==> config.mk <==
export PLATFORM = sky130hd
export DESIGN_NAME = quad_motor_stick_mixer
export DESIGN_NICKNAME = d
export VERILOG_FILES = /design/src/hdl/qmsm_pkg.sv /design/src/hdl/qmsm_axis.sv /design/src/hdl/qmsm_mixer.sv /design/src/hdl/qmsm_out_seq.sv /design/src/hdl/quad_motor_stick_mixer.sv
export SDC_FILE = /design/constraint.sdc
export NUM_CORES = 1
export LEC_CHECK = 0
export BUFFER_PORTS_ARGS = -buffer_cell sky130_fd_sc_hd__buf_4
export CORE_UTILIZATION = 45
export CTS_BUF_LIST = sky130_fd_sc_hd__clkbuf_16
export DETAILED_ROUTE_END_ITERATION = 7
export HOLD_SLACK_MARGIN = 0.03
export PLACE_DENSITY = 0.57
export RECOVER_POWER = 25
export SKIP_LAST_GASP = 1
export SLEW_MARGIN = 5
export SYNTH_ARGS = -nofsm -noshare
export SYNTH_HDL_FRONTEND = slang
export SYNTH_SLANG_ARGS = --single-unit
==> constraint.sdc <==
create_clock -name i_clk -period 15.54 [get_ports i_clk]
set_clock_uncertainty 0.2 [all_clocks]
set_input_delay 0.777 -clock i_clk [delete_from_list [all_inputs] [get_ports i_clk]]
set_output_delay 0.777 -clock i_clk [all_outputs]
set_load 0.01 [all_outputs]
==> src/hdl/qmsm_pkg.sv <==
package qmsm_pkg;

    // Default and legal range of the stick sample width.
    localparam int SAMPLE_BITS_DEF = 10;
    localparam int SAMPLE_BITS_MIN = 8;
    localparam int SAMPLE_BITS_MAX = 12;

    // Widths of fixed fields.
    localparam int SPEED_W  = 8;
    localparam int MOTORS   = 4;
    localparam int MIDX_W   = 2;
    localparam int DZ_W     = 9;
    localparam int GAIN_W   = 8;
    localparam int ACTION_W = 2;
    localparam int CFG_IDX_W  = 2;
    localparam int CFG_DATA_W = 9;

    // Action codes.
    localparam logic [ACTION_W-1:0] ACT_STICK   = 2'd0;
    localparam logic [ACTION_W-1:0] ACT_ASCEND  = 2'd1;
    localparam logic [ACTION_W-1:0] ACT_DESCEND = 2'd2;

    // Configuration register indexes.
    localparam logic [CFG_IDX_W-1:0] CFG_DZ_ABOVE = 2'd0;
    localparam logic [CFG_IDX_W-1:0] CFG_DZ_BELOW = 2'd1;
    localparam logic [CFG_IDX_W-1:0] CFG_GAIN     = 2'd2;
    localparam logic [CFG_IDX_W-1:0] CFG_CLIMB    = 2'd3;

    // Configuration reset values.
    localparam logic [DZ_W-1:0]    DZ_ABOVE_RST = 9'd70;
    localparam logic [DZ_W-1:0]    DZ_BELOW_RST = 9'd50;
    localparam logic [GAIN_W-1:0]  GAIN_RST     = 8'd20;
    localparam logic [SPEED_W-1:0] CLIMB_RST    = 8'd20;

    // State reset values.
    localparam logic [SPEED_W-1:0] SPEED_RST = 8'd0;
    localparam logic [SPEED_W-1:0] SENT_RST  = 8'd10;

    // Motor index of the final command in a run.
    localparam logic [MIDX_W-1:0] MOTOR_LAST = 2'd3;

    // A set bit means that motor subtracts on positive deflection.
    localparam logic [MOTORS-1:0] HOR_SUB_MASK = 4'b0101;
    localparam logic [MOTORS-1:0] VER_SUB_MASK = 4'b0011;

    typedef logic [MOTORS-1:0][SPEED_W-1:0] t_speeds;

    // Correction of one axis, as handed to the mixing stage.
    typedef struct packed {
        logic               active;
        logic               positive;
        logic [SPEED_W-1:0] amount;
    } t_corr;

    // Add or subtract with saturation to the speed range.
    function automatic logic [SPEED_W-1:0] sat_step(
        input logic [SPEED_W-1:0] speed,
        input logic [SPEED_W-1:0] amount,
        input logic               sub
    );
        logic [SPEED_W:0] sum;
        sum = {1'b0, speed} + {1'b0, amount};
        if (sub) begin
            sat_step = (speed < amount) ? '0 : speed - amount;
        end else begin
            sat_step = sum[SPEED_W] ? '1 : sum[SPEED_W-1:0];
        end
    endfunction

endpackage

==> src/hdl/qmsm_axis.sv <==
// Dead zone test and correction size for one stick axis.
module qmsm_axis #(
    parameter int SAMPLE_BITS = qmsm_pkg::SAMPLE_BITS_DEF
) (
    input  logic [SAMPLE_BITS-1:0]        i_sample,
    input  logic [qmsm_pkg::DZ_W-1:0]     i_dz_above,
    input  logic [qmsm_pkg::DZ_W-1:0]     i_dz_below,
    input  logic [qmsm_pkg::GAIN_W-1:0]   i_gain,
    output qmsm_pkg::t_corr               o_corr
);

    // Compare width holds the centre plus the widest dead zone.
    localparam int CW    = SAMPLE_BITS + 4;
    localparam int PW    = SAMPLE_BITS + qmsm_pkg::GAIN_W;
    localparam int SHIFT = SAMPLE_BITS - 1;

    localparam logic [CW-1:0]          CENTRE_C = CW'(1) << SHIFT;
    localparam logic [SAMPLE_BITS-1:0] CENTRE_S = SAMPLE_BITS'(1) << SHIFT;

    logic [CW-1:0]          sample_c;
    logic                   pos_hit;
    logic                   neg_hit;
    logic [SAMPLE_BITS-1:0] offset;
    logic [PW-1:0]          product;

    assign sample_c = CW'(i_sample);
    assign pos_hit  = sample_c > (CENTRE_C + CW'(i_dz_above));
    assign neg_hit  = (sample_c + CW'(i_dz_below)) < CENTRE_C;

    // Distance from the centre on the side that triggered.
    assign offset  = pos_hit ? (i_sample - CENTRE_S) : (CENTRE_S - i_sample);
    assign product = PW'(offset) * PW'(i_gain);

    // Dividing by the centre is a shift; the result never exceeds the gain.
    assign o_corr.active   = pos_hit || neg_hit;
    assign o_corr.positive = pos_hit;
    assign o_corr.amount   = product[SHIFT +: qmsm_pkg::SPEED_W];

endmodule

==> src/hdl/qmsm_mixer.sv <==
// Motor speed state, mixing of both axes and climb steps, change detection.
module qmsm_mixer (
    input  logic                              i_clk,
    input  logic                              i_rst_n,
    input  logic                              i_fire,
    input  logic [qmsm_pkg::ACTION_W-1:0]     i_action,
    input  qmsm_pkg::t_corr                   i_hor,
    input  qmsm_pkg::t_corr                   i_ver,
    input  logic [qmsm_pkg::SPEED_W-1:0]      i_climb,
    output logic                              o_changed,
    output logic                              o_load,
    output qmsm_pkg::t_speeds                 o_speeds
);

    qmsm_pkg::t_speeds r_speeds, n_speeds;
    qmsm_pkg::t_speeds r_sent;
    qmsm_pkg::t_speeds after_h, after_v;

    // Horizontal axis first, then vertical on the result.
    always_comb begin
        for (int m = 0; m < qmsm_pkg::MOTORS; m++) begin
            after_h[m] = i_hor.active
                ? qmsm_pkg::sat_step(r_speeds[m], i_hor.amount,
                                     qmsm_pkg::HOR_SUB_MASK[m] ^ !i_hor.positive)
                : r_speeds[m];
            after_v[m] = i_ver.active
                ? qmsm_pkg::sat_step(after_h[m], i_ver.amount,
                                     qmsm_pkg::VER_SUB_MASK[m] ^ !i_ver.positive)
                : after_h[m];
        end
    end

    // Select the new speeds by action; the unused code leaves them alone.
    always_comb begin
        n_speeds = r_speeds;
        unique case (i_action)
            qmsm_pkg::ACT_STICK: begin
                n_speeds = after_v;
            end
            qmsm_pkg::ACT_ASCEND: begin
                for (int m = 0; m < qmsm_pkg::MOTORS; m++) begin
                    n_speeds[m] = qmsm_pkg::sat_step(r_speeds[m], i_climb, 1'b0);
                end
            end
            qmsm_pkg::ACT_DESCEND: begin
                for (int m = 0; m < qmsm_pkg::MOTORS; m++) begin
                    n_speeds[m] = qmsm_pkg::sat_step(r_speeds[m], i_climb, 1'b1);
                end
            end
            default: begin
                n_speeds = r_speeds;
            end
        endcase
    end

    assign o_changed = (i_action == qmsm_pkg::ACT_STICK) && (after_v != r_sent);
    assign o_load    = i_fire && o_changed;
    assign o_speeds  = n_speeds;

    // Speed state and the copy of the last commands sent.
    always_ff @(posedge i_clk) begin
        if (!i_rst_n) begin
            for (int m = 0; m < qmsm_pkg::MOTORS; m++) begin
                r_speeds[m] <= qmsm_pkg::SPEED_RST;
                r_sent[m]   <= qmsm_pkg::SENT_RST;
            end
        end else if (i_fire) begin
            r_speeds <= n_speeds;
            if (o_changed) begin
                r_sent <= n_speeds;
            end
        end
    end

endmodule

==> src/hdl/qmsm_out_seq.sv <==
// Holds one run of four speed commands and hands them out in motor order.
module qmsm_out_seq (
    input  logic                              i_clk,
    input  logic                              i_rst_n,
    input  logic                              i_load,
    input  qmsm_pkg::t_speeds                 i_speeds,
    input  logic                              i_stall,
    output logic                              o_valid,
    output logic [qmsm_pkg::MIDX_W-1:0]       o_index,
    output logic [qmsm_pkg::SPEED_W-1:0]      o_speed,
    output logic                              o_last,
    output logic                              o_free
);

    qmsm_pkg::t_speeds                r_buf;
    logic [qmsm_pkg::MIDX_W-1:0]      r_idx;
    logic                             r_valid;

    assign o_valid = r_valid;
    assign o_index = r_idx;
    assign o_speed = r_buf[r_idx];
    assign o_last  = (r_idx == qmsm_pkg::MOTOR_LAST);

    // A new run may load as the last command of the current one transfers.
    assign o_free = !r_valid || (o_last && !i_stall);

    always_ff @(posedge i_clk) begin
        if (!i_rst_n) begin
            r_valid <= 1'b0;
            r_idx   <= '0;
        end else if (i_load) begin
            r_valid <= 1'b1;
            r_idx   <= '0;
        end else if (r_valid && !i_stall) begin
            if (o_last) begin
                r_valid <= 1'b0;
            end else begin
                r_idx <= r_idx + 1'b1;
            end
        end
    end

    // Command buffer needs no reset.
    always_ff @(posedge i_clk) begin
        if (i_load) begin
            r_buf <= i_speeds;
        end
    end

endmodule

==> src/hdl/quad_motor_stick_mixer.sv <==
// Channel   Direction  Handshake                   Payload
// input     in         i_in_valid / o_in_stall     i_action, i_hor_sample, i_ver_sample
// output    out        o_out_valid / i_out_stall   o_motor_index, o_motor_speed,
//                                                  o_last_of_run
// config    in         i_cfg_valid / o_cfg_ready   i_cfg_index, i_cfg_data
//
// An item is accepted every cycle while o_in_stall is low. Stage one registers the
// item and computes the axis corrections (one multiplier per axis); stage two applies
// them to the speeds. A changed stick sample gives four commands from the output
// buffer; a further changed sample waits in stage two while that run is in flight.
// Reset (synchronous, active low) restores the register defaults, zero speeds
// and a last-sent value of ten for every motor. Configuration is always ready.
module quad_motor_stick_mixer #(
    parameter int SAMPLE_BITS = qmsm_pkg::SAMPLE_BITS_DEF
) (
    input  logic                                i_clk,
    input  logic                                i_rst_n,
    // Input channel
    input  logic                                i_in_valid,
    output logic                                o_in_stall,
    input  logic [qmsm_pkg::ACTION_W-1:0]       i_action,
    input  logic [SAMPLE_BITS-1:0]              i_hor_sample,
    input  logic [SAMPLE_BITS-1:0]              i_ver_sample,
    // Output channel
    output logic                                o_out_valid,
    input  logic                                i_out_stall,
    output logic [qmsm_pkg::MIDX_W-1:0]         o_motor_index,
    output logic [qmsm_pkg::SPEED_W-1:0]        o_motor_speed,
    output logic                                o_last_of_run,
    // Configuration write channel
    input  logic                                i_cfg_valid,
    output logic                                o_cfg_ready,
    input  logic [qmsm_pkg::CFG_IDX_W-1:0]      i_cfg_index,
    input  logic [qmsm_pkg::CFG_DATA_W-1:0]     i_cfg_data
);

    // Configuration registers.
    logic [qmsm_pkg::DZ_W-1:0]    r_dz_above;
    logic [qmsm_pkg::DZ_W-1:0]    r_dz_below;
    logic [qmsm_pkg::GAIN_W-1:0]  r_gain;
    logic [qmsm_pkg::SPEED_W-1:0] r_climb;

    // Stage one: accepted item.
    logic                          r_s1_valid;
    logic [qmsm_pkg::ACTION_W-1:0] r_s1_action;
    logic [SAMPLE_BITS-1:0]        r_s1_hor;
    logic [SAMPLE_BITS-1:0]        r_s1_ver;

    // Stage two: action and registered corrections.
    logic                          r_s2_valid;
    logic [qmsm_pkg::ACTION_W-1:0] r_s2_action;
    qmsm_pkg::t_corr               r_s2_hor;
    qmsm_pkg::t_corr               r_s2_ver;

    qmsm_pkg::t_corr   hor_corr;
    qmsm_pkg::t_corr   ver_corr;
    qmsm_pkg::t_speeds mix_speeds;
    logic              mix_changed;
    logic              mix_load;
    logic              out_free;
    logic              s2_fire;
    logic              s2_free;
    logic              s1_adv;
    logic              in_accept;

    // Configuration writes.
    assign o_cfg_ready = 1'b1;

    always_ff @(posedge i_clk) begin
        if (!i_rst_n) begin
            r_dz_above <= qmsm_pkg::DZ_ABOVE_RST;
            r_dz_below <= qmsm_pkg::DZ_BELOW_RST;
            r_gain     <= qmsm_pkg::GAIN_RST;
            r_climb    <= qmsm_pkg::CLIMB_RST;
        end else if (i_cfg_valid && o_cfg_ready) begin
            unique case (i_cfg_index)
                qmsm_pkg::CFG_DZ_ABOVE: r_dz_above <= i_cfg_data;
                qmsm_pkg::CFG_DZ_BELOW: r_dz_below <= i_cfg_data;
                qmsm_pkg::CFG_GAIN:     r_gain     <= i_cfg_data[qmsm_pkg::GAIN_W-1:0];
                qmsm_pkg::CFG_CLIMB:    r_climb    <= i_cfg_data[qmsm_pkg::SPEED_W-1:0];
                default: begin
                end
            endcase
        end
    end

    // Pipeline flow control.
    assign s2_fire    = r_s2_valid && !(mix_changed && !out_free);
    assign s2_free    = !r_s2_valid || s2_fire;
    assign s1_adv     = r_s1_valid && s2_free;
    assign o_in_stall = r_s1_valid && !s2_free;
    assign in_accept  = i_in_valid && !o_in_stall;

    always_ff @(posedge i_clk) begin
        if (!i_rst_n) begin
            r_s1_valid <= 1'b0;
            r_s2_valid <= 1'b0;
        end else begin
            if (in_accept) begin
                r_s1_valid <= 1'b1;
            end else if (s1_adv) begin
                r_s1_valid <= 1'b0;
            end
            if (s1_adv) begin
                r_s2_valid <= 1'b1;
            end else if (s2_fire) begin
                r_s2_valid <= 1'b0;
            end
        end
    end

    // Stage payloads need no reset.
    always_ff @(posedge i_clk) begin
        if (in_accept) begin
            r_s1_action <= i_action;
            r_s1_hor    <= i_hor_sample;
            r_s1_ver    <= i_ver_sample;
        end
        if (s1_adv) begin
            r_s2_action <= r_s1_action;
            r_s2_hor    <= hor_corr;
            r_s2_ver    <= ver_corr;
        end
    end

    // Axis corrections.
    qmsm_axis #(
        .SAMPLE_BITS (SAMPLE_BITS)
    ) u_axis_hor (
        .i_sample   (r_s1_hor),
        .i_dz_above (r_dz_above),
        .i_dz_below (r_dz_below),
        .i_gain     (r_gain),
        .o_corr     (hor_corr)
    );

    qmsm_axis #(
        .SAMPLE_BITS (SAMPLE_BITS)
    ) u_axis_ver (
        .i_sample   (r_s1_ver),
        .i_dz_above (r_dz_above),
        .i_dz_below (r_dz_below),
        .i_gain     (r_gain),
        .o_corr     (ver_corr)
    );

    // Speed update.
    qmsm_mixer u_mixer (
        .i_clk     (i_clk),
        .i_rst_n   (i_rst_n),
        .i_fire    (s2_fire),
        .i_action  (r_s2_action),
        .i_hor     (r_s2_hor),
        .i_ver     (r_s2_ver),
        .i_climb   (r_climb),
        .o_changed (mix_changed),
        .o_load    (mix_load),
        .o_speeds  (mix_speeds)
    );

    // Command output.
    qmsm_out_seq u_out_seq (
        .i_clk    (i_clk),
        .i_rst_n  (i_rst_n),
        .i_load   (mix_load),
        .i_speeds (mix_speeds),
        .i_stall  (i_out_stall),
        .o_valid  (o_out_valid),
        .o_index  (o_motor_index),
        .o_speed  (o_motor_speed),
        .o_last   (o_last_of_run),
        .o_free   (out_free)
    );

    // A run is never loaded over commands still waiting.
    assert property (@(posedge i_clk) disable iff (!i_rst_n)
        mix_load |-> out_free)
        else $error("command run loaded while output buffer busy");

    // Within a run the motor index steps by one on each transfer.
    assert property (@(posedge i_clk) disable iff (!i_rst_n)
        (o_out_valid && !i_out_stall && !o_last_of_run) |=>
            (o_out_valid && o_motor_index == $past(o_motor_index) + 1'b1))
        else $error("command run broken before its last motor");

    // An item held in stage two stays there until it fires.
    assert property (@(posedge i_clk) disable iff (!i_rst_n)
        (r_s2_valid && !s2_fire) |=> (r_s2_valid && $stable(r_s2_action)))
        else $error("stage two item lost while held");

endmodule
Word level (Yosys, flattened, before mapping)
Index checks and enable logic that the tools add are counted. W data, S select, Z words.

Register bits after elaboration: 179. Bits of input ports: 38. Word-level logic and storage cells: 176.

Add/sub/neg operators: 32. $mul: 2. $lt $le $gt $ge: 17. Equal/unequal tests: 7. Muxes and demuxes: 52. Bitwise logic cells: 2. Reductions and logical operators: 34.

Operator list (count): $mux W8 (41); $add A8 B8 Y9 (12); $lt A8 B8 Y1 (12); $pmux W32 S3 (1); $sub A8 B8 Y8 (12); $mul A10 B8 Y17 (2); $ne A32 B32 Y1 (1); $gt A10 B14 Y1 (2); $lt A14 B10 Y1 const B (2); $add A10 B9 Y11 (2); $mux W10 (2); $sub A10 B10 Y10 const A (2); $sub A10 B10 Y10 const B (2); $bmux W8 S2 (1); $reduce_and A2 Y1 (7); $add A10 B9 Y11 const A (1); $logic_and A1 B1 Y1 (9); $eq A2 B2 Y1 const B (4); $reduce_bool A2 Y1 (4); $logic_not A1 Y1 (7); $mux W1 (7); $eq A2 B1 Y1 const B (2); $logic_not A2 Y1 (2); $logic_or A1 B1 Y1 (4); 4 further kinds (5).

Depth between registers and ports, before layout
Gate-level depths: netlist of the first run.

Depth after elaboration: 19. Mapped depth: 31.

Modules after synthesis
Synthesis of the first run repeated with hierarchy kept, for this count alone.

Cell total of the unflattened synthesis: 2833. Area, all modules: 24093.1 µm².

By module, submodules not included: qmsm_mixer (times used 1, cells each 1907, area an instance 14082.3 µm², seq. area each 1281.2 µm²); qmsm_axis (u_axis_hor) (times used 1, cells each 345, area an instance 2994.1 µm², seq. area each 0.0 µm²); qmsm_axis (u_axis_ver) (times used 1, cells each 336, area an instance 2932.8 µm², seq. area each 0.0 µm²); quad_motor_stick_mixer (times used 1, cells each 188, area an instance 2778.9 µm², seq. area each 2042.0 µm²); qmsm_out_seq (times used 1, cells each 57, area an instance 1305.0 µm², seq. area each 1021.0 µm²).

Least setup slack after synthesis of the first run
OpenSTA, ideal clock, no wires.

Path kind: reg2reg. Start point: register r_s2_hor[1] in the netlist's numbering. End point: register r_s2_action[0] in the netlist's numbering (enable). Library setup time: 0.435 ns. Data arrival time: 7.151 ns. Path slack: 7.754 ns. Cell stages (with the launch flop): 23. Clock period less this slack: 7.786 ns. Cells stage by stage: edfxtp_1 -> inv_1 -> ha_1 -> nor2b_1 -> o31a_1 -> or4_1 -> a31oi_1 -> xnor2_1 -> o221a_1 -> mux2_2 -> ha_1 -> buf_2 -> inv_1 -> a211o_1 -> a211oi_2 -> a22oi_1 -> a222oi_1 -> xnor2_1 -> or4_1 -> nor3_1 -> and4_1 -> a21oi_1 -> a21boi_0.

Longest elaborated chain between the ends: 15. Elaborated cells on any way between the ends: 63. Classes of those cells: add/sub (16); order compare (8); eq/ne (1); mux (32); reduce/logical (6).

Ends and longest elaborated chain: start, declared (RTL line quad_motor_stick_mixer.sv:52) `qmsm_pkg::t_corr r_s2_hor;`; start signal, assigned (RTL line quad_motor_stick_mixer.sv:121) `r_s2_hor <= hor_corr;`; $add A8 B8 Y9, or another cell as far along (RTL line qmsm_pkg.sv:62) `sum = {1'b0, speed} + {1'b0, amount};`; $mux W8, on equally long branches (RTL line qmsm_pkg.sv:66, qmsm_pkg.sv:64); $mux W8 (RTL line qmsm_pkg.sv:63) `if (sub) begin`; $mux W8 (RTL line qmsm_mixer.sv:23) `? qmsm_pkg::sat_step(r_speeds[m], i_hor.amount,`; $add A8 B8 Y9, or another cell as far along (RTL line qmsm_pkg.sv:62); $mux W8, on equally long branches (RTL line qmsm_pkg.sv:66, qmsm_pkg.sv:64); $mux W8 (RTL line qmsm_pkg.sv:63); $mux W8 (RTL line qmsm_mixer.sv:27) `? qmsm_pkg::sat_step(after_h[m], i_ver.amount,`; $ne A32 B32 Y1 (*) (RTL line qmsm_mixer.sv:56) `assign o_changed = (i_action == qmsm_pkg::ACT_STICK) && (after_v != r_sent);`; $logic_and A1 B1 Y1 (*) (RTL line qmsm_mixer.sv:56); $logic_and A1 B1 Y1 (*) (RTL line quad_motor_stick_mixer.sv:88) `assign s2_fire = r_s2_valid && !(mix_changed && !out_free);`; $logic_not A1 Y1 (*) (RTL line quad_motor_stick_mixer.sv:88); $logic_and A1 B1 Y1 (*) (RTL line quad_motor_stick_mixer.sv:88); $logic_or A1 B1 Y1 (*) (RTL line quad_motor_stick_mixer.sv:89) `assign s2_free = !r_s2_valid || s2_fire;`; $logic_and A1 B1 Y1 (*) (RTL line quad_motor_stick_mixer.sv:90) `assign s1_adv = r_s1_valid && s2_free;`; net s1_adv (RTL line quad_motor_stick_mixer.sv:63) `logic s1_adv;`; end signal, assigned (RTL line quad_motor_stick_mixer.sv:120) `r_s2_action <= r_s1_action;`; end, declared (RTL line quad_motor_stick_mixer.sv:51) `logic [qmsm_pkg::ACTION_W-1:0] r_s2_action;`.

The timed path passes the listed nets; every way through them passes the cells marked *. A chain may end at the register's enable or synchronous reset.

Final worst setup path of the first run
Start point: register r_s2_hor[1] in the netlist's numbering. End point: output port o_in_stall.

Longest elaborated chain between the ends: 16. Elaborated cells on any way between the ends: 64. Classes of those cells: add/sub (16); order compare (8); eq/ne (1); mux (32); reduce/logical (7).

Ends and longest elaborated chain: $add A8 B8 Y9, or another cell as far along (RTL line qmsm_pkg.sv:62); $mux W8, on equally long branches (RTL line qmsm_pkg.sv:66, qmsm_pkg.sv:64); $mux W8 (RTL line qmsm_pkg.sv:63); $mux W8 (RTL line qmsm_mixer.sv:23); $add A8 B8 Y9, or another cell as far along (RTL line qmsm_pkg.sv:62); $mux W8, on equally long branches (RTL line qmsm_pkg.sv:66, qmsm_pkg.sv:64); $mux W8 (RTL line qmsm_pkg.sv:63); $mux W8 (RTL line qmsm_mixer.sv:27); $ne A32 B32 Y1 (*) (RTL line qmsm_mixer.sv:56); $logic_and A1 B1 Y1 (*) (RTL line qmsm_mixer.sv:56); $logic_and A1 B1 Y1 (*) (RTL line quad_motor_stick_mixer.sv:88); $logic_not A1 Y1 (*) (RTL line quad_motor_stick_mixer.sv:88); $logic_and A1 B1 Y1 (*) (RTL line quad_motor_stick_mixer.sv:88); $logic_or A1 B1 Y1 (*) (RTL line quad_motor_stick_mixer.sv:89); $logic_not A1 Y1 (*) (RTL line quad_motor_stick_mixer.sv:91) `assign o_in_stall = r_s1_valid && !s2_free;`; $logic_and A1 B1 Y1 (*) (RTL line quad_motor_stick_mixer.sv:91); end, declared (RTL line quad_motor_stick_mixer.sv:20) `output logic o_in_stall,`.

Every way passes the cells marked *; elsewhere a longest branch is shown, timed or not.

==> results.py, run 1 <==
metrics = {
    "cts": {
        "cts_sinks": 179,
        "postCtsSetupBuffers": 0,
        "path_clk_slew_ps": 70,
        "cts_resized": 0,
        "cts_made_buffers": 17,
        "cts_htree_levels": 4,
        "cts_hold_buf": 0,
        "cts_tree": "done",
        "cts-root-buf": "clkbuf_16",
        "cts-root-to-sink-buffers": 2,
        "clock_latency_ps": 490,
    },
    "timing": {
        "tightest_slew_ps": 4726,
        "fmax_ghz": 0.1094,
        "setup_tns_ps": 0,
        "setup_violations": 0,
        "slew_headroom": -2.151,
        "rsz0062_at_grt": "no",
        "hold_viol": 0,
        "drv_slew": 145,
        "hold-worst-slack_ps": 220.1,
        "min_period_ps": 9144,
        "finalCritPeriodShare": 0.5884,
    },
    "global_routing": {
        "grtUsageMet2": 0.5143,
        "grt_overflow": 0,
        "grt_pass1_wl_um": 132400,
        "use_met3": 0.03920,
        "grt_use_met1": 0.3973,
        "gr-max-usage-layer": "met2",
        "antenna_found_initial": 1,
        "grt_pass1_vias": 21700,
        "grt_usage": 0.3138,
        "grt_max_degree": 104,
    },
    "routing": {
        "drt_iter0_drc": 1850,
        "vias": 22870,
        "dr.pass1.iters": 5,
        "drc": 0,
        "avgRoutedWirePerCell_um": 24.26,
        "via_per_inst": 6.261,
        "wirelength_um": 88600,
        "antenna_left": 0,
    },
    "setup_path": {
        "crit_path_max_fanout": 12,
        "worstPathArrival_ps": 8170,
        "cp-end-kind": "primary output",
        "start_kind": "register",
        "critPathKind": "register to primary output",
        "slowest_stage": "edfxtp_1",
        "crit_required_ps": 14560,
        "cp_cell_sequence": "inv_1 -> ha_1 -> nor2b_1 -> o31a_1 -> or4_1 -> a31oi_1 -> xnor2_1 -> o221a_1 -> mux2_2 -> ha_1 -> inv_1 -> a211o_1 -> a211oi_2 -> a22oi_1 -> a222oi_1 -> xnor2_1 -> or4_1 -> nor3_1 -> and4_1 -> a21oi_1 -> and3_1 -> buf_4",
        "max_stage_delay_ps": 930,
    },
    "synth": {
        "ys.flop_type": "dfxtp_1",
        "avgSynthCellArea_um2": 8.314,
        "synth_top_area_frac": 0.1540,
        "ys.warnings.count": 0,
        "synth_edf_count": 76,
        "synthArstFlopShare": 0,
        "ys_seq_elements": 179,
        "synth-seq-area-share": 0.1765,
        "postSynthCellCount": 2961,
        "syn-cell-area_um2": 24620,
        "yosys.cell_types.count": 111,
        "synth_nets": 3418,
        "synth_area_leaders": "ha_1 (15%), fa_1 (9.4%), edfxtp_1 (9.3%), dfxtp_1 (8.4%), nand2_1 (4.6%)",
        "synth_area_leader_cell": "ha_1",
    },
    "final_layout": {
        "ff_latch_area_um2": 4344,
        "syn2layout_area_growth_pct": 6.038,
        "nFillCells": 5259,
        "multiInputGateArea_um2": 18640,
        "num-nets-final": 3400,
        "drive_above_1_share": 0.06563,
        "n_antenna_cell": 0,
    },
    "power": {
        "peakVddDrop_mv": 0.1011,
        "leakage_uw": 0.01148,
        "powerDensity_nw_per_um2": 103.8,
    },
    "outcome": {
        "status": "complete, but fails checks",
        "violations": "max-capacitance violations, max-slew violations",
    },
    "die": {
        "die_area_um2": 55650,
        "core.rowCount": 85,
        "core_area_um2": 53920,
        "ios": 52,
        "die_x_um": 235.9,
        "dieHeight_um": 235.9,
        "start_util": 0.4566,
    },
    "run": {
        "maxCapViolations": 2,
    },
    "placed_design": {
        "place.detailed.hpwl_um": 70940,
        "gp_congestion": 1.013,
        "numPortBuffers": 50,
    },
    "hold_path": {
        "min_path_type": "register to register",
    },
}
-- worst max-delay path, delay by kind of cell, from the launching register on --
family / cells / cell delay, ps
AO/OA/AOI/OAI: 8 / 2700
XOR/XNOR: 2 / 330
buffers and inverters: 3 / 700
multiplexers: 1 / 300
flip-flops: 1 / 930
AND/OR/NAND/NOR: 6 / 1840
adder cells (fa/ha/maj): 2 / 880
-- registers in the layout (all words and copies together) (netlist names), 8 cells and up --
register and cells:
r_s2_hor 10, r_s2_ver 10, r_dz_below 9, u_mixer.r_sent 32
r_gain 8, r_s1_hor 10, r_dz_above 9, u_out_seq.r_buf 32
u_mixer.r_speeds 32, r_s1_ver 10, r_climb 8
-- cells in the mapped netlist (28+ instances only) --
cell type / instances
nor2_1: 164
o22ai_1: 29
o211ai_1: 28
nand3_1: 34
nor3_1: 56
dfxtp_1: 103
inv_1: 275
nor2b_1: 98
o21ai_0: 123
and2_1: 66
a21o_1: 47
mux2i_1: 83
a211oi_1: 36
ha_1: 303
o21a_1: 28
nand2_1: 304
nand2b_1: 61
xor2_1: 41
xnor2_1: 70
a21oi_1: 173
o21bai_1: 33
clkbuf_1: 86
edfxtp_1: 76
fa_1: 116
-- metal layers --
metal / wire, um / part of all wire
met1: 36840 / 0.42
met3: 5584 / 0.063
met4: 5064 / 0.057
met5: 7 / 0.000079
met2: 41100 / 0.46
-- report_power, final --
part	total, uW	switching [uW]	leakage (uW)	internal, uW
clock	432	221	0.000275	211
combinational	1670	1030	0.00965	634
sequential	611	74.0	0.00155	537
total	2710	1330	0.0115	1380
-- logic make-up (layout without fill, tap and decap cells) --
| logic type | after synthesis | count (layout) | synth area share |
|---|---|---|---|
| compound gates | 799 | 799 | 0.2293 |
| xor+xnor | 112 | 112 | 0.04015 |
| fa+ha+maj | 419 | 419 | 0.2483 |
| buf+inv | 406 | 401 | 0.06760 |
| flops | 179 | 179 | 0.1765 |
| mux | 97 | 97 | 0.04381 |
| other cells | 1 | 1 | 0.0001523 |
| simple gates | 948 | 948 | 0.1942 |
-- through the flow --
step	total power (uW)	util	cells	instance area [um2]	worst slack, ps
after floorplan	1777	-	2961	24620	7754
after global placement	2237	0.4744	3620	25580	6998
after detailed placement	2255	0.4744	3620	25580	7000
after CTS	2696	0.4848	3652	26140	6451
after global routing	2902	0.4841	3652	26110	6158
final	2711	0.4841	3652	26110	6396
-- final cells by class --
cell class	instances	area share
multi-input combinational	2376	0.7140
sequential	179	0.1664
inverter	279	0.04021
tap	696	0.03336
timing repair buffer	90	0.02444
clock buffer	17	0.01630
clock inverter	15	0.005320
-- placed cells by master (no fill, tap or decap), types with 70 or more instances in the layout --
master,Yosys,layout
ha_1,303,303
a21oi_1,173,173
o21ai_0,123,123
nor2b_1,98,98
nand2_1,304,304
dfxtp_1,103,103
xnor2_1,70,70
inv_1,275,275
fa_1,116,116
mux2i_1,83,83
nor2_1,164,164
edfxtp_1,76,76
-- worst paths after layout --
check,start,to,slack (ps),cells after the start
max,r_s2_hor[1]$_DFFE_PP_,o_in_stall,6400,22
min,r_s1_action[0]$_DFFE_PP_,r_s2_action[0]$_DFFE_PP_,220,0
max reg2reg,r_s2_hor[1]$_DFFE_PP_,u_mixer.r_sent[1]$_SDFFE_PN1P_,6900,23
min reg2reg,r_s1_action[0]$_DFFE_PP_,r_s2_action[0]$_DFFE_PP_,220,0
(Power assumes the default switching activity.)
==> run 2, diff against run 1 <==
ABC_AREA = 1   (was unset)
PLACE_DENSITY = 0.6   (was 0.57)
clock period = 7.7 ns   (was 15.54 ns; I/O delays follow)
==> results.py, run 2 <==
metrics = {
    "die": {
        "die_area_um2": 54220,
        "ios": 52,
        "start_util": 0.4554,
        "core_area_um2": 52660,
        "core.rowCount": 84,
        "die_x_um": 232.8,
        "dieHeight_um": 232.8,
    },
    "routing": {
        "routed.top_layer": "met4",
        "route.met2.wl_um": 38150,
        "antenna_left": 0,
        "drc": 0,
        "wirelength_um": 80720,
        "avgRoutedWirePerCell_um": 18.70,
        "wl_met3_um": 4308,
        "via_per_inst": 5.322,
        "dr.pass1.iters": 6,
        "vias": 22980,
        "wl_met1_um": 34090,
        "drt_iter0_drc": 1755,
    },
    "cts": {
        "cts-root-buf": "clkbuf_16",
        "cts_tree": "done",
        "cts-root-to-sink-buffers": 2,
        "cts_sinks": 179,
        "cts_made_buffers": 17,
        "clock_latency_ps": 480,
        "cts_htree_levels": 4,
        "path_clk_slew_ps": 80,
    },
    "synth": {
        "synth-seq-area-share": 0.1812,
        "synth_most_common_cell": "nand2_1",
        "synthAdderAreaFrac": 0.2549,
        "syn-cell-area_um2": 23980,
        "synthArstFlopShare": 0,
        "yosys.area_share.xor_xnor": 0.03141,
        "synth_compound_area_frac": 0.09193,
        "ys.warnings.count": 0,
        "yosys.cell_types.count": 63,
        "avgSynthCellArea_um2": 6.680,
        "synth_top_family_by_area": "simple AND/OR/NAND/NOR gates",
        "synth_nets": 4047,
        "ys_seq_elements": 179,
        "synth_common_cells": "nand2_1 (998), inv_1 (525), nor2_1 (403), ha_1 (303), nand3_1 (301)",
        "yosys.area_share.simple": 0.3318,
        "ys.flop_type": "dfxtp_1",
        "synthMuxAreaShare": 0,
        "synth_top_area_frac": 0.1581,
        "synth_area_leader_cell": "ha_1",
        "synth_area_leaders": "ha_1 (16%), nand2_1 (16%), fa_1 (9.7%), edfxtp_1 (9.5%), dfxtp_1 (8.6%)",
        "synth_edf_count": 76,
        "postSynthCellCount": 3590,
    },
    "hold_path": {
        "min_path_type": "primary input to register",
    },
    "timing": {
        "drv_slew": 0,
        "finalCritPeriodShare": 0.8813,
        "rsz0062_at_grt": "no",
        "slew_headroom": 0.1662,
        "fmax_ghz": 0.1474,
        "hold_viol": 0,
        "tightest_slew_ps": 1249,
        "setup_tns_ps": 0,
        "setup_violations": 0,
        "min_period_ps": 6786,
    },
    "final_layout": {
        "drive_above_1_share": 0.05458,
        "top_regs": "u_mixer.r_sent (32), u_mixer.r_speeds (32), u_out_seq.r_buf (32)",
        "num-nets-final": 4072,
        "utilization": 0.4907,
        "layout_common_cells": "nand2_1 (998), inv_1 (525), nor2_1 (402)",
        "syn2layout_area_growth_pct": 7.743,
        "mostFrequentLayoutCell": "nand2_1",
    },
    "power": {
        "powerDensity_nw_per_um2": 243.3,
        "fin_total_pwr_uw": 6285,
        "leakage_uw": 0.01405,
        "peakVddDrop_mv": 0.1680,
    },
    "placed_design": {
        "gp_congestion": 0.9911,
        "numPortBuffers": 50,
        "place.detailed.hpwl_um": 64590,
    },
    "setup_path": {
        "critPathKind": "register to primary output",
        "crit_path_max_fanout": 8,
        "crit_required_ps": 7110,
        "start_kind": "register",
        "cp-end-kind": "primary output",
        "worstPathArrival_ps": 6200,
    },
    "global_routing": {
        "grt_max_degree": 68,
        "grt_overflow": 0,
        "antenna_found_initial": 0,
        "grt_usage": 0.3005,
        "grt_pass1_vias": 21470,
        "grt_pass1_wl_um": 123600,
    },
    "outcome": {
        "status": "finished, final reports clean",
    },
    "run": {
        "maxCapViolations": 0,
    },
}
==> run 2: timing repair <==
action	CTS	global route
endpoints found under the hold margin	41	0
gates resized for setup	0	0
hold buffers	32	0
setup buffers	0	0
==> run 2: cell type report <==
cell class | instances | area, um2
Fill cell | 5411 | 26820
Multi-Input combinational cell | 2751 | 17040
Sequential cell | 179 | 4344
Inverter | 555 | 2091
Timing Repair Buffer | 111 | 868.3
Tap cell | 688 | 860.8
Clock buffer | 17 | 425.4
Clock inverter | 15 | 210.2
Antenna cell | 1 | 2.502
==> run 2: worst paths after layout <==
check                                  startpoint                              end  slack [ps]  depth (start not counted)
setup / recovery            r_s2_hor[5]$_DFFE_PP_                       o_in_stall         910                         27
hold reg to reg   u_mixer.r_sent[31]$_SDFFE_PN0P_  u_mixer.r_sent[31]$_SDFFE_PN0P_         270                          2
setup reg to reg            r_s1_hor[3]$_DFFE_PP_            r_s2_hor[6]$_DFFE_PP_        1170                         34
hold / removal                            i_rst_n       r_dz_below[4]$_SDFFE_PN1P_          60                          2
==> run 2: stage by stage <==
step	instance area, um2	setup slack, ps	cells	hold WS (ps)
2_1_floorplan	23980	1496	3590	200.3
3_3_place_gp	24920	1215	4252	249.2
3_5_place_dp	24920	1136	4252	252.9
4_1_cts	25880	1002	4316	43.64
5_1_grt	25830	671.3	4316	49.66
6_report	25840	914.3	4317	58.92
==> run 2: per-layer routing <==
layer  track usage  vias to the layer above
met5             0                        -
met4        0.1544                        0
met3       0.03566                      176
met2        0.5073                      786
met1        0.3752                    10560
li1              -                    11460
==> run 2: cell families (layout without fill, tap and decap cells) <==
kind of cell,count (synthesis),count (layout)
and+or+nand+nor,1866,1866
AOI/OAI and AO/OA,379,379
xor gates and xnor gates,86,86
buffers and inverters,660,698
adders and majority gates,419,419
DFF,179,179
other,1,2
==> run 2: report_power, final <==
group          internal, uW  leakage, uW  switching [uW]
sequential             1110      0.00156             171
clock                   528     0.000311             459
combinational          1420       0.0122            2590
==> run 2: critical path, cell delays in order, from the launching register on <==
cell	delay [ps]
edfxtp_1	560
inv_1	220
ha_1	490
inv_2	100
nand2_1	70
nand2_1	80
a21oi_2	210
nand2_2	100
nor2_4	150
nand3_1	100
nand3_1	180
nand2_1	210
ha_1	490
o21bai_1	150
a21oi_1	310
a21oi_1	130
o21ai_0	370
nand2_1	180
nand2_1	90
nand2_1	50
nand2_1	70
nor2_1	50
nand3_1	200
nor2_4	80
nand2_4	100
nand4_1	280
nor2_1	480
buf_4	210
